**src/hdl/qsvg_pkg.sv**
```systemverilog
// qsvg_pkg: shared types and constants for the qubit state-vector gate engine.
// No dependencies; used by every module of the block but qsvg_ram, and by its checker.
package qsvg_pkg;

  // Instruction codes carried on in_action
  typedef enum logic [2:0] {
    ACT_INIT = 3'd0,
    ACT_HAD  = 3'd1,
    ACT_NOT  = 3'd2,
    ACT_CNOT = 3'd3,
    ACT_READ = 3'd4
  } action_t;

  // Control word for one amplitude pair entering the butterfly pipe
  typedef struct packed {
    logic vld;   // pair is written back
    logic had;   // 1: hadamard butterfly, 0: swap
    logic par;   // parity of the lower index: 1 means it sits in bank 1
  } pair_cmd_t;

  localparam int FRAC_BITS = 16;
  // round(2^16 / sqrt(2)) and unit gain, both as 18-bit signed coefficients
  localparam logic signed [17:0] COEF_INV_SQRT2 = 18'sd46341;
  localparam logic signed [17:0] COEF_UNIT      = 18'sd65536;

endpackage

```
**src/hdl/qubit_state_vector_gates.sv**
```systemverilog
// Qubit state-vector gate engine. A gate on one qubit is one pass over the 2^(n-1) amplitude
// pairs and a drain of the butterfly pipe; an all-qubit gate takes n such passes; init clears
// all 2^(MAX_QUBITS-1) rows of each bank; a read result is held in the result register.
// Throughput is one request at a time, set by the single butterfly pipe doing one pair a cycle.
// Reset (rst_n low, synchronous) sets num_qubits to 1 and runs a clearing pass with
// in_ready low; a num_qubits write also reinitializes the vector the same way.
module qubit_state_vector_gates #(
  parameter int MAX_QUBITS = 6,
  parameter int AMP_WIDTH  = 18
) (
  input  logic                        clk,
  input  logic                        rst_n,
  // request channel
  input  logic                        in_valid,
  output logic                        in_ready,
  input  logic [2:0]                  in_action,
  input  logic                        in_all_qubits,
  input  logic [2:0]                  in_target_qubit,
  input  logic [2:0]                  in_control_qubit,
  input  logic [5:0]                  in_read_index,
  // num_qubits register
  input  logic                        cfg_wr_en,
  input  logic [2:0]                  cfg_wr_data,
  // amplitude result channel
  output logic                        out_valid,
  input  logic                        out_ready,
  output logic signed [AMP_WIDTH-1:0] out_amp_real,
  output logic signed [AMP_WIDTH-1:0] out_amp_imag,
  output logic [5:0]                  out_amp_index
);

  // The vector is split in two banks by index parity: the two members of any pair
  // differ in one bit and so always live in different banks, which lets one pair
  // be read and written back every cycle. Each bank word is {imag, real}.
  localparam int ADDR_W     = (MAX_QUBITS > 1) ? MAX_QUBITS - 1 : 1;
  localparam int BANK_DEPTH = 1 << (MAX_QUBITS - 1);
  localparam int WORD_W     = 2 * AMP_WIDTH;
  // |0..0> amplitude: 1.0 in Q.16, saturated if the word is too narrow
  localparam int ONE_INT    = (AMP_WIDTH >= 18) ? (1 << 16) : ((1 << (AMP_WIDTH - 1)) - 1);
  localparam logic [AMP_WIDTH-1:0] AMP_ONE = AMP_WIDTH'(ONE_INT);

  qsvg_pkg::pair_cmd_t  cmd;
  logic                 busy;
  logic                 rd_en;
  logic [ADDR_W-1:0]    rd_addr0, rd_addr1;
  logic [WORD_W-1:0]    rd0, rd1;
  logic                 clr_we;
  logic [ADDR_W-1:0]    clr_addr;
  logic                 bf_we;
  logic [ADDR_W-1:0]    bf_addr0, bf_addr1;
  logic [WORD_W-1:0]    bf_data0, bf_data1;
  logic                 we;
  logic [ADDR_W-1:0]    waddr0, waddr1;
  logic [WORD_W-1:0]    wdata0, wdata1;
  logic [AMP_WIDTH-1:0] amp_re, amp_im;

  qsvg_seq #(
    .MAX_QUBITS (MAX_QUBITS),
    .AMP_WIDTH  (AMP_WIDTH),
    .ADDR_W     (ADDR_W)
  ) u_seq (
    .clk              (clk),
    .rst_n            (rst_n),
    .in_valid         (in_valid),
    .in_ready         (in_ready),
    .in_action        (in_action),
    .in_all_qubits    (in_all_qubits),
    .in_target_qubit  (in_target_qubit),
    .in_control_qubit (in_control_qubit),
    .in_read_index    (in_read_index),
    .cfg_wr_en        (cfg_wr_en),
    .cfg_wr_data      (cfg_wr_data),
    .out_valid        (out_valid),
    .out_ready        (out_ready),
    .out_amp_real     (amp_re),
    .out_amp_imag     (amp_im),
    .out_amp_index    (out_amp_index),
    .rd_en            (rd_en),
    .rd_addr0         (rd_addr0),
    .rd_addr1         (rd_addr1),
    .rd0              (rd0),
    .rd1              (rd1),
    .cmd              (cmd),
    .busy             (busy),
    .clr_we           (clr_we),
    .clr_addr         (clr_addr)
  );

  qsvg_bfly #(
    .AMP_WIDTH (AMP_WIDTH),
    .ADDR_W    (ADDR_W)
  ) u_bfly (
    .clk      (clk),
    .rst_n    (rst_n),
    .cmd      (cmd),
    .addr0    (rd_addr0),
    .addr1    (rd_addr1),
    .rd0      (rd0),
    .rd1      (rd1),
    .busy     (busy),
    .wr_en    (bf_we),
    .wr_addr0 (bf_addr0),
    .wr_addr1 (bf_addr1),
    .wr_data0 (bf_data0),
    .wr_data1 (bf_data1)
  );

  // Clearing writes win over butterfly writes. An init request starts clearing only from
  // idle, when the pipe is empty; a num_qubits write starts it in every state, also mid-gate.
  always_comb begin
    we     = clr_we | bf_we;
    waddr0 = clr_we ? clr_addr : bf_addr0;
    waddr1 = clr_we ? clr_addr : bf_addr1;
    if (clr_we) begin
      // index 0 has even parity and sits at bank 0, row 0
      wdata0 = (clr_addr == '0) ? {{AMP_WIDTH{1'b0}}, AMP_ONE} : '0;
      wdata1 = '0;
    end else begin
      wdata0 = bf_data0;
      wdata1 = bf_data1;
    end
  end

  qsvg_ram #(
    .WIDTH (WORD_W),
    .DEPTH (BANK_DEPTH)
  ) u_bank0 (
    .clk   (clk),
    .we    (we),
    .waddr (waddr0),
    .wdata (wdata0),
    .re    (rd_en),
    .raddr (rd_addr0),
    .rdata (rd0)
  );

  qsvg_ram #(
    .WIDTH (WORD_W),
    .DEPTH (BANK_DEPTH)
  ) u_bank1 (
    .clk   (clk),
    .we    (we),
    .waddr (waddr1),
    .wdata (wdata1),
    .re    (rd_en),
    .raddr (rd_addr1),
    .rdata (rd1)
  );

  assign out_amp_real = amp_re;
  assign out_amp_imag = amp_im;

endmodule

```
**src/hdl/qsvg_ram.sv**
```systemverilog
// qsvg_ram: generic single-write, single-read RAM with registered read data.
// No dependencies.
module qsvg_ram #(
  parameter int WIDTH = 36,
  parameter int DEPTH = 32
) (
  input  logic                                   clk,
  input  logic                                   we,
  input  logic [((DEPTH > 1) ? $clog2(DEPTH) : 1)-1:0] waddr,
  input  logic [WIDTH-1:0]                       wdata,
  input  logic                                   re,
  input  logic [((DEPTH > 1) ? $clog2(DEPTH) : 1)-1:0] raddr,
  output logic [WIDTH-1:0]                       rdata
);

  logic [WIDTH-1:0] mem [DEPTH];
  logic [WIDTH-1:0] rdata_r;

  always_ff @(posedge clk) begin
    if (we) begin
      mem[waddr] <= wdata;
    end
    if (re) begin
      rdata_r <= mem[raddr];
    end
  end

  assign rdata = rdata_r;

endmodule

```
**src/hdl/qsvg_bfly.sv**
```systemverilog
// qsvg_bfly: three-stage butterfly pipe, one amplitude pair per cycle.
// Hadamard: (a+b)/sqrt2, (a-b)/sqrt2 rounded and saturated; swap for not/cnot.
// Depends on qsvg_pkg.
module qsvg_bfly #(
  parameter int AMP_WIDTH = 18,
  parameter int ADDR_W    = 5
) (
  input  logic                     clk,
  input  logic                     rst_n,
  input  qsvg_pkg::pair_cmd_t      cmd,
  input  logic [ADDR_W-1:0]        addr0,
  input  logic [ADDR_W-1:0]        addr1,
  input  logic [2*AMP_WIDTH-1:0]   rd0,
  input  logic [2*AMP_WIDTH-1:0]   rd1,
  output logic                     busy,
  output logic                     wr_en,
  output logic [ADDR_W-1:0]        wr_addr0,
  output logic [ADDR_W-1:0]        wr_addr1,
  output logic [2*AMP_WIDTH-1:0]   wr_data0,
  output logic [2*AMP_WIDTH-1:0]   wr_data1
);

  localparam int XW = AMP_WIDTH + 1;
  localparam int PW = XW + 18;
  localparam logic signed [PW-1:0] RND  = PW'(1) <<< (qsvg_pkg::FRAC_BITS - 1);
  localparam logic signed [PW-1:0] SMAX = PW'((64'sd1 <<< (AMP_WIDTH - 1)) - 64'sd1);
  localparam logic signed [PW-1:0] SMIN = -SMAX - PW'(1);

  function automatic logic [AMP_WIDTH-1:0] round_sat(input logic signed [PW-1:0] p);
    logic signed [PW-1:0] t;
    logic signed [PW-1:0] r;
    t = p + RND;
    r = t >>> qsvg_pkg::FRAC_BITS;
    if (r > SMAX) begin
      round_sat = SMAX[AMP_WIDTH-1:0];
    end else if (r < SMIN) begin
      round_sat = SMIN[AMP_WIDTH-1:0];
    end else begin
      round_sat = r[AMP_WIDTH-1:0];
    end
  endfunction

  // stage 1: read data arrives
  qsvg_pkg::pair_cmd_t s1_cmd_r;
  logic [ADDR_W-1:0]   s1_a0_r, s1_a1_r;
  // stage 2: sum/difference or swapped operands
  qsvg_pkg::pair_cmd_t s2_cmd_r;
  logic [ADDR_W-1:0]   s2_a0_r, s2_a1_r;
  logic signed [XW-1:0] s2_x0re_r, s2_x1re_r, s2_x0im_r, s2_x1im_r;
  // stage 3: products
  qsvg_pkg::pair_cmd_t s3_cmd_r;
  logic [ADDR_W-1:0]   s3_a0_r, s3_a1_r;
  logic signed [PW-1:0] s3_p0re_r, s3_p1re_r, s3_p0im_r, s3_p1im_r;

  logic [2*AMP_WIDTH-1:0] word_i, word_j;
  logic signed [AMP_WIDTH-1:0] are, bre, aim, bim;
  logic signed [XW-1:0] x0re_nxt, x1re_nxt, x0im_nxt, x1im_nxt;
  logic signed [17:0] coef;
  logic [AMP_WIDTH-1:0] nire, njre, niim, njim;

  always_comb begin
    word_i = s1_cmd_r.par ? rd1 : rd0;
    word_j = s1_cmd_r.par ? rd0 : rd1;
    are = word_i[AMP_WIDTH-1:0];
    aim = word_i[2*AMP_WIDTH-1:AMP_WIDTH];
    bre = word_j[AMP_WIDTH-1:0];
    bim = word_j[2*AMP_WIDTH-1:AMP_WIDTH];
    if (s1_cmd_r.had) begin
      x0re_nxt = XW'(are) + XW'(bre);
      x1re_nxt = XW'(are) - XW'(bre);
      x0im_nxt = XW'(aim) + XW'(bim);
      x1im_nxt = XW'(aim) - XW'(bim);
    end else begin
      x0re_nxt = XW'(bre);
      x1re_nxt = XW'(are);
      x0im_nxt = XW'(bim);
      x1im_nxt = XW'(aim);
    end
  end

  // swap passes through the multiplier at unit gain
  assign coef = s2_cmd_r.had ? qsvg_pkg::COEF_INV_SQRT2 : qsvg_pkg::COEF_UNIT;

  always_ff @(posedge clk) begin
    if (!rst_n) begin
      s1_cmd_r <= '0;
      s2_cmd_r <= '0;
      s3_cmd_r <= '0;
    end else begin
      s1_cmd_r <= cmd;
      s2_cmd_r <= s1_cmd_r;
      s3_cmd_r <= s2_cmd_r;
    end
    s1_a0_r   <= addr0;
    s1_a1_r   <= addr1;
    s2_a0_r   <= s1_a0_r;
    s2_a1_r   <= s1_a1_r;
    s2_x0re_r <= x0re_nxt;
    s2_x1re_r <= x1re_nxt;
    s2_x0im_r <= x0im_nxt;
    s2_x1im_r <= x1im_nxt;
    s3_a0_r   <= s2_a0_r;
    s3_a1_r   <= s2_a1_r;
    s3_p0re_r <= PW'(s2_x0re_r) * PW'(coef);
    s3_p1re_r <= PW'(s2_x1re_r) * PW'(coef);
    s3_p0im_r <= PW'(s2_x0im_r) * PW'(coef);
    s3_p1im_r <= PW'(s2_x1im_r) * PW'(coef);
  end

  assign nire = round_sat(s3_p0re_r);
  assign njre = round_sat(s3_p1re_r);
  assign niim = round_sat(s3_p0im_r);
  assign njim = round_sat(s3_p1im_r);

  assign busy     = s1_cmd_r.vld | s2_cmd_r.vld | s3_cmd_r.vld;
  assign wr_en    = s3_cmd_r.vld;
  assign wr_addr0 = s3_a0_r;
  assign wr_addr1 = s3_a1_r;
  assign wr_data0 = s3_cmd_r.par ? {njim, njre} : {niim, nire};
  assign wr_data1 = s3_cmd_r.par ? {niim, nire} : {njim, njre};

endmodule

```
**src/hdl/qsvg_seq.sv**
```systemverilog
// qsvg_seq: instruction sequencer: request handshake, qubit-count register,
// clearing pass, pair address generation, amplitude read and result register.
// Depends on qsvg_pkg.
module qsvg_seq #(
  parameter int MAX_QUBITS = 6,
  parameter int AMP_WIDTH  = 18,
  parameter int ADDR_W     = 5
) (
  input  logic                    clk,
  input  logic                    rst_n,
  input  logic                    in_valid,
  output logic                    in_ready,
  input  logic [2:0]              in_action,
  input  logic                    in_all_qubits,
  input  logic [2:0]              in_target_qubit,
  input  logic [2:0]              in_control_qubit,
  input  logic [5:0]              in_read_index,
  input  logic                    cfg_wr_en,
  input  logic [2:0]              cfg_wr_data,
  output logic                    out_valid,
  input  logic                    out_ready,
  output logic [AMP_WIDTH-1:0]    out_amp_real,
  output logic [AMP_WIDTH-1:0]    out_amp_imag,
  output logic [5:0]              out_amp_index,
  output logic                    rd_en,
  output logic [ADDR_W-1:0]       rd_addr0,
  output logic [ADDR_W-1:0]       rd_addr1,
  input  logic [2*AMP_WIDTH-1:0]  rd0,
  input  logic [2*AMP_WIDTH-1:0]  rd1,
  output qsvg_pkg::pair_cmd_t     cmd,
  input  logic                    busy,
  output logic                    clr_we,
  output logic [ADDR_W-1:0]       clr_addr
);

  localparam int IDX_W      = MAX_QUBITS;
  localparam int VEC_DEPTH  = 1 << MAX_QUBITS;
  localparam int BANK_DEPTH = (VEC_DEPTH > 2) ? VEC_DEPTH / 2 : 1;

  typedef enum logic [2:0] {
    S_CLEAR, S_IDLE, S_PASS, S_DRAIN, S_READ
  } state_t;

  state_t            state_r, state_nxt;
  logic [2:0]        nq_r, nq_nxt;
  logic [ADDR_W-1:0] pair_r, pair_nxt;
  logic [ADDR_W-1:0] clr_cnt_r, clr_cnt_nxt;
  logic [2:0]        qubit_r, qubit_nxt;
  logic [2:0]        ctrl_r, ctrl_nxt;
  logic              had_r, had_nxt;
  logic              cnot_r, cnot_nxt;
  logic              all_r, all_nxt;
  logic [5:0]        ridx_r, ridx_nxt;
  logic              rpar_r, rpar_nxt;
  logic              rzero_r, rzero_nxt;
  logic              out_valid_r, out_valid_nxt;
  logic [AMP_WIDTH-1:0] out_re_r, out_re_nxt, out_im_r, out_im_nxt;
  logic [5:0]        out_idx_r, out_idx_nxt;

  logic              accept;
  logic [IDX_W-1:0]  k_ext, low_mask, idx_i, idx_j, ctrl_sh, rd_idx;
  logic              par_i, ctrl_set;
  logic [ADDR_W-1:0] addr_i, addr_j, npairs_m1, raddr;
  logic [2:0]        nq_m1, cfg_clamped;
  logic [2*AMP_WIDTH-1:0] rword;

  // pair k -> lower index i (bit q cleared), upper index j = i | 1<<q
  always_comb begin
    k_ext     = IDX_W'(pair_r);
    low_mask  = ~({IDX_W{1'b1}} << qubit_r);
    idx_i     = ((k_ext & ~low_mask) << 1) | (k_ext & low_mask);
    idx_j     = idx_i | (IDX_W'(1) << qubit_r);
    par_i     = ^idx_i;
    addr_i    = ADDR_W'(idx_i >> 1);
    addr_j    = ADDR_W'(idx_j >> 1);
    ctrl_sh   = idx_i >> ctrl_r;
    ctrl_set  = ctrl_sh[0];
    nq_m1     = nq_r - 3'd1;
    npairs_m1 = ~({ADDR_W{1'b1}} << nq_m1);
    rd_idx    = IDX_W'(in_read_index);
    raddr     = ADDR_W'(rd_idx >> 1);
  end

  // bank of an index is its parity, so i and j never share a bank
  always_comb begin
    cmd.vld  = (state_r == S_PASS) && (!cnot_r || ctrl_set);
    cmd.had  = had_r;
    cmd.par  = par_i;
    rd_en    = (state_r == S_PASS) ||
               (accept && (qsvg_pkg::action_t'(in_action) == qsvg_pkg::ACT_READ));
    rd_addr0 = (state_r == S_PASS) ? (par_i ? addr_j : addr_i) : raddr;
    rd_addr1 = (state_r == S_PASS) ? (par_i ? addr_i : addr_j) : raddr;
    clr_we   = (state_r == S_CLEAR);
    clr_addr = clr_cnt_r;
  end

  always_comb begin
    if (cfg_wr_data == 3'd0) begin
      cfg_clamped = 3'd1;
    end else if (32'(cfg_wr_data) > MAX_QUBITS) begin
      cfg_clamped = 3'(MAX_QUBITS);
    end else begin
      cfg_clamped = cfg_wr_data;
    end
  end

  assign accept = in_valid && (state_r == S_IDLE);
  assign rword  = rpar_r ? rd1 : rd0;

  always_comb begin
    state_nxt     = state_r;
    nq_nxt        = nq_r;
    pair_nxt      = pair_r;
    clr_cnt_nxt   = clr_cnt_r;
    qubit_nxt     = qubit_r;
    ctrl_nxt      = ctrl_r;
    had_nxt       = had_r;
    cnot_nxt      = cnot_r;
    all_nxt       = all_r;
    ridx_nxt      = ridx_r;
    rpar_nxt      = rpar_r;
    rzero_nxt     = rzero_r;
    out_re_nxt    = out_re_r;
    out_im_nxt    = out_im_r;
    out_idx_nxt   = out_idx_r;
    out_valid_nxt = out_valid_r && !out_ready;

    case (state_r)
      S_CLEAR: begin
        if (clr_cnt_r == ADDR_W'(BANK_DEPTH - 1)) begin
          state_nxt = S_IDLE;
        end
        clr_cnt_nxt = clr_cnt_r + ADDR_W'(1);
      end
      S_IDLE: begin
        if (accept) begin
          pair_nxt  = '0;
          ctrl_nxt  = in_control_qubit;
          all_nxt   = in_all_qubits;
          qubit_nxt = in_all_qubits ? 3'd0 : in_target_qubit;
          case (qsvg_pkg::action_t'(in_action))
            qsvg_pkg::ACT_INIT: begin
              state_nxt   = S_CLEAR;
              clr_cnt_nxt = '0;
            end
            qsvg_pkg::ACT_HAD, qsvg_pkg::ACT_NOT: begin
              had_nxt  = (qsvg_pkg::action_t'(in_action) == qsvg_pkg::ACT_HAD);
              cnot_nxt = 1'b0;
              if (in_all_qubits || (in_target_qubit < nq_r)) begin
                state_nxt = S_PASS;
              end
            end
            qsvg_pkg::ACT_CNOT: begin
              had_nxt  = 1'b0;
              cnot_nxt = 1'b1;
              all_nxt  = 1'b0;
              qubit_nxt = in_target_qubit;
              if ((in_target_qubit < nq_r) && (in_control_qubit < nq_r) &&
                  (in_target_qubit != in_control_qubit)) begin
                state_nxt = S_PASS;
              end
            end
            qsvg_pkg::ACT_READ: begin
              ridx_nxt  = in_read_index;
              rpar_nxt  = ^rd_idx;
              rzero_nxt = (32'(in_read_index) >= VEC_DEPTH);
              state_nxt = S_READ;
            end
            default: begin
            end
          endcase
        end
      end
      S_PASS: begin
        if (pair_r == npairs_m1) begin
          pair_nxt  = '0;
          state_nxt = S_DRAIN;
        end else begin
          pair_nxt = pair_r + ADDR_W'(1);
        end
      end
      S_DRAIN: begin
        // next qubit only once every write of this pass has landed
        if (!busy) begin
          if (all_r && (qubit_r < nq_m1)) begin
            qubit_nxt = qubit_r + 3'd1;
            state_nxt = S_PASS;
          end else begin
            state_nxt = S_IDLE;
          end
        end
      end
      S_READ: begin
        // result slot holds its own copy of the index: ridx_r moves on the next read
        if (!out_valid_r || out_ready) begin
          out_valid_nxt = 1'b1;
          out_re_nxt    = rzero_r ? '0 : rword[AMP_WIDTH-1:0];
          out_im_nxt    = rzero_r ? '0 : rword[2*AMP_WIDTH-1:AMP_WIDTH];
          out_idx_nxt   = ridx_r;
          state_nxt     = S_IDLE;
        end
      end
      default: begin
        state_nxt = S_IDLE;
      end
    endcase

    if (cfg_wr_en) begin
      nq_nxt      = cfg_clamped;
      state_nxt   = S_CLEAR;
      clr_cnt_nxt = '0;
    end
  end

  always_ff @(posedge clk) begin
    if (!rst_n) begin
      state_r     <= S_CLEAR;
      nq_r        <= 3'd1;
      pair_r      <= '0;
      clr_cnt_r   <= '0;
      qubit_r     <= '0;
      out_valid_r <= 1'b0;
    end else begin
      state_r     <= state_nxt;
      nq_r        <= nq_nxt;
      pair_r      <= pair_nxt;
      clr_cnt_r   <= clr_cnt_nxt;
      qubit_r     <= qubit_nxt;
      out_valid_r <= out_valid_nxt;
    end
    ctrl_r    <= ctrl_nxt;
    had_r     <= had_nxt;
    cnot_r    <= cnot_nxt;
    all_r     <= all_nxt;
    ridx_r    <= ridx_nxt;
    rpar_r    <= rpar_nxt;
    rzero_r   <= rzero_nxt;
    out_re_r  <= out_re_nxt;
    out_im_r  <= out_im_nxt;
    out_idx_r <= out_idx_nxt;
  end

  assign in_ready      = (state_r == S_IDLE);
  assign out_valid     = out_valid_r;
  assign out_amp_real  = out_re_r;
  assign out_amp_imag  = out_im_r;
  assign out_amp_index = out_idx_r;

endmodule

```
**config.mk**
```make
export PLATFORM = sky130hd
export DESIGN_NAME = qubit_state_vector_gates
export DESIGN_NICKNAME = d
export VERILOG_FILES = /design/src/hdl/qsvg_pkg.sv /design/src/hdl/qubit_state_vector_gates.sv /design/src/hdl/qsvg_ram.sv /design/src/hdl/qsvg_bfly.sv /design/src/hdl/qsvg_seq.sv
export SDC_FILE = /design/constraint.sdc
export NUM_CORES = 2
export LEC_CHECK = 0
export BUFFER_PORTS_ARGS = -buffer_cell sky130_fd_sc_hd__buf_2
export CAP_MARGIN = 20
export CORE_ASPECT_RATIO = 1.75
export CORE_UTILIZATION = 50
export CTS_CLUSTER_DIAMETER = 80
export CTS_CLUSTER_SIZE = 28
export DETAILED_ROUTE_END_ITERATION = 7
export PLACE_DENSITY = 0.75
export SYNTH_ARGS = -nofsm -noshare
export SYNTH_HDL_FRONTEND = slang
export SYNTH_SLANG_ARGS = --single-unit
```
**constraint.sdc**
```tcl
create_clock -name clk -period 18.7 [get_ports clk]
set_input_delay 3.74 -clock clk [delete_from_list [all_inputs] [get_ports clk]]
set_output_delay 3.74 -clock clk [all_outputs]
set_load 0.02 [all_outputs]
```
==> out/qor.yml <==
yosys:
  ys_seq_elements: 2653
  ys_warn_count: 0
  synthArstFlopShare_pct: 0
  postSynthCellCount: 10800
  yosysUniqueCellTypes: 91
  syn_area_mm2: 0.131
  seq_area_frac_synth_pct: 59.0
  synth-edff-count: 2431
  synth-main-ff-cell: "edfxtp_1"
  syn_avg_cell_area_um2: 12.2
placed_design:
  placed_cells: 13900
  port_buffers: 67
  place_area_mm2: 0.136
  dp_slack_ns: 10.05
  dp_hpwl_mm: 231
  routabilityCongestion: 0.965
power:
  p_per_area_mw_per_mm2: 75.7
  vdd_drop_max_mv: 0.123
  p_leak_nw: 51.8
  power.total_mw: 10.6
clock_tree:
  post_cts_buffers: 0
  cts_tree: "done"
  htreeDepth: 3
  postCtsHoldBufs: 0
  path_clk_slew_ns: 0.11
  numClockSinks: 2653
  clk_path_buf_depth: 3
  clock_latency_ns: 0.83
  cts_root_buf: "clkbuf_16"
  cts_resized: 0
  numCtsBuffers: 107
die:
  rows: 248
  die_x_um: 389
  core_area_mm2: 0.261
  start_util_pct: 50.3
  die_area_mm2: 0.265
  die_y_um: 680
  io_pins: 68
critical_path:
  worstSetupPathType: "input pin to flop"
  cpPeakStageDelay_ns: 0.90
  end_kind: "flop"
  cp_top_family: "buffers and inverters"
  crit_top_cell: "buf_4"
  cp-start-kind: "input pin"
  cp_cell_sequence: "buf_2, nand2b_1, o21ai_4, buf_4, buf_4, buf_4, buf_4, mux2i_1, a221oi_1, a32oi_1, nand4_1"
  crit_path_top_delay_cell: "buf_4"
  required_ns: 19.27
  cp.buffers_inverters: 5
  path_max_fanout: 81
  arrival_ns: 8.48
finish:
  fin_area_mm2: 0.139
  fillCellCount: 21100
  final_core_util_pct: 53.4
  area_growth_pct: 6.19
  fin_cells: 14100
  layout-drive-gt1-share_pct: 6.73
  layout.nets: 11600
sta:
  worst_slack_ns: 10.79
  tightest_slew_ns: 1.22
  period_needed_ns: 7.91
  tns_ns: 0
  slew_violations: 0
  fin_worst_skew_ns: 0.0715
  rsz0062_at_grt: "false"
  max_slew_margin_pct: 19.0
  hold_viol_final: 0
  fin_crit_sh_pct: 42.3
  hold-worst-slack_ns: 0.329
  setup_viol_count_final: 0
  fmax_ghz: 0.126
route:
  num_vias: 87000
  ant_nets: 0
  route.detailed.drc: 0
  wl_per_cell_um: 26.8
  drt-initial-drc-count: 10600
  vias_per_cell: 6.17
  routed_wl_mm: 378
  drt_pass1_iterations: 8
grt:
  grt_pass1_vias: 87100
  overflow: 0
  grt_pass1_wl_mm: 549
  grt_max_degree: 205
  grtUsageTotal_pct: 28.1
  antenna_found_initial: 11
run_status:
  status: "completed"
worst_hold_path:
  hold_class: "flop to flop"
job:
  cap_viol_max_count: 0
## metal layers
metal  vias to the layer above  global-route usage, %  part of all wire [%]
li1                      37900                      -                     -
met1                     43200                   31.8                    33
met2                      4802                   48.8                    49
met3                      1219                   3.85                   9.3
met4                         4                   19.7                   8.3
met5                         -                      0                0.0095
## flip-flops by register name, summed over array words and instances, names as in the netlist, 6 cells and up
signal,flops
u_bfly.s2_x1im_r,19
u_bank1.mem,1152
u_bank1.rdata,36
u_bfly.s3_p0re_r,22
u_bfly.s3_p0im_r,22
u_bfly.s2_x0im_r,19
u_bank0.rdata,36
u_bank0.mem,1152
u_bfly.s2_x1re_r,19
u_bfly.s3_p1im_r,22
u_bfly.s3_p1re_r,22
u_bfly.s2_x0re_r,19
u_seq.out_amp_index,6
u_seq.ridx_r,6
u_seq.out_amp_real,18
u_seq.out_amp_imag,18
## path summary, 6_finish.rpt
check                                   startpoint  slack, ns              endpoint  depth (start not counted)
worst max-delay path              in_read_index[1]      10.79     u_bank0.rdata[22]                         11
worst min-delay path             u_bfly.s2_a1_r[1]       0.33    u_bfly.wr_addr1[1]                          0
worst max register to register  u_bfly.s2_cmd_r[1]      11.33  u_bfly.s3_p1re_r[36]                         23
worst min register to register   u_bfly.s2_a1_r[1]       0.33    u_bfly.wr_addr1[1]                          0
## final cells by class
| type | count | area, um2 | area share (%) |
|---|---|---|---|
| Antenna cell | 4 | 10.0 | 0.00718 |
| Clock buffer | 140 | 2810 | 2.02 |
| Clock inverter | 16 | 269 | 0.193 |
| Inverter | 782 | 2960 | 2.12 |
| Multi-Input combinational cell | 6751 | 49400 | 35.4 |
| Sequential cell | 2653 | 77500 | 55.5 |
| Tap cell | 3500 | 4380 | 3.14 |
| Timing Repair Buffer | 270 | 2160 | 1.55 |
## where the power goes
group | internal [mW] | switching, mW | leakage [nW]
clock | 1.09 | 1.78 | 1.48
sequential | 6.47 | 0.0953 | 19.8
combinational | 0.380 | 0.743 | 30.4
## Yosys cell counts (7+ instances only)
cell type	instances	area share, %
edfxtp_1	2431	56
nand2_1	1959	5.6
inv_1	777	2.2
ha_1	627	6.0
nand3_1	527	2.0
nor2_1	475	1.4
clkbuf_1	380	1.1
fa_1	368	5.6
and3_1	342	1.6
mux2i_1	292	2.2
xnor2_1	240	1.6
dfxtp_1	222	3.4
a311oi_1	211	1.4
a21oi_1	208	0.79
o21ai_0	186	0.71
buf_2	163	0.62
a221oi_1	144	0.96
xor2_1	119	0.79
mux2_2	112	0.96
nand4_1	105	0.50
a31oi_1	92	0.44
a21o_1	89	0.51
nor3_1	70	0.27
and2_1	53	0.25
buf_1	50	0.14
a211oi_1	49	0.28
nand2b_1	44	0.21
nor4_1	44	0.21
a41oi_1	39	0.26
a32oi_1	36	0.24
nor2b_1	36	0.17
o21a_1	28	0.16
o21ai_1	27	0.10
buf_4	25	0.14
o21bai_1	21	0.12
or3_1	18	0.086
o211ai_1	17	0.097
buf_6	13	0.11
a21boi_0	11	0.063
mux4_2	8	0.14
nor3b_1	8	0.046
o22ai_1	8	0.038
o31ai_1	8	0.046
nand3b_1	7	0.040
o211a_1	7	0.053
## cells in the final DEF (no fill, tap or decap), types with 44 or more instances in the layout
| master | instances |
|---|---|
| a21o_1 | 89 |
| a21oi_1 | 180 |
| a221oi_1 | 144 |
| a311oi_1 | 211 |
| a31oi_1 | 92 |
| and2_1 | 53 |
| and3_1 | 342 |
| buf_2 | 67 |
| buf_4 | 182 |
| clkbuf_16 | 108 |
| dfxtp_1 | 218 |
| edfxtp_1 | 2431 |
| fa_1 | 368 |
| ha_1 | 627 |
| inv_1 | 774 |
| mux2_2 | 112 |
| mux2i_1 | 292 |
| nand2_1 | 1953 |
| nand3_1 | 527 |
| nand4_1 | 105 |
| nor2_1 | 405 |
| nor2_4 | 69 |
| nor3_1 | 68 |
| nor4_1 | 44 |
| o21ai_0 | 186 |
| xnor2_1 | 240 |
| xor2_1 | 119 |
## kinds of logic (layout without fill, tap and decap cells)
family                   after synthesis  in the layout  share of synthesized area [%]
adder cells (fa/ha/maj)              995            995                           11.6
flip-flops                          2653           2653                           59.0
AO/OA/AOI/OAI                       1250           1250                           6.78
multiplexers                         412            412                           3.32
other                                  2             20                        0.00572
XOR/XNOR                             359            359                           2.39
buffers and inverters               1418           1208                           4.37
AND/OR/NAND/NOR                     3719           3719                           12.6
Note: power is estimated with default switching activity, not from simulation.
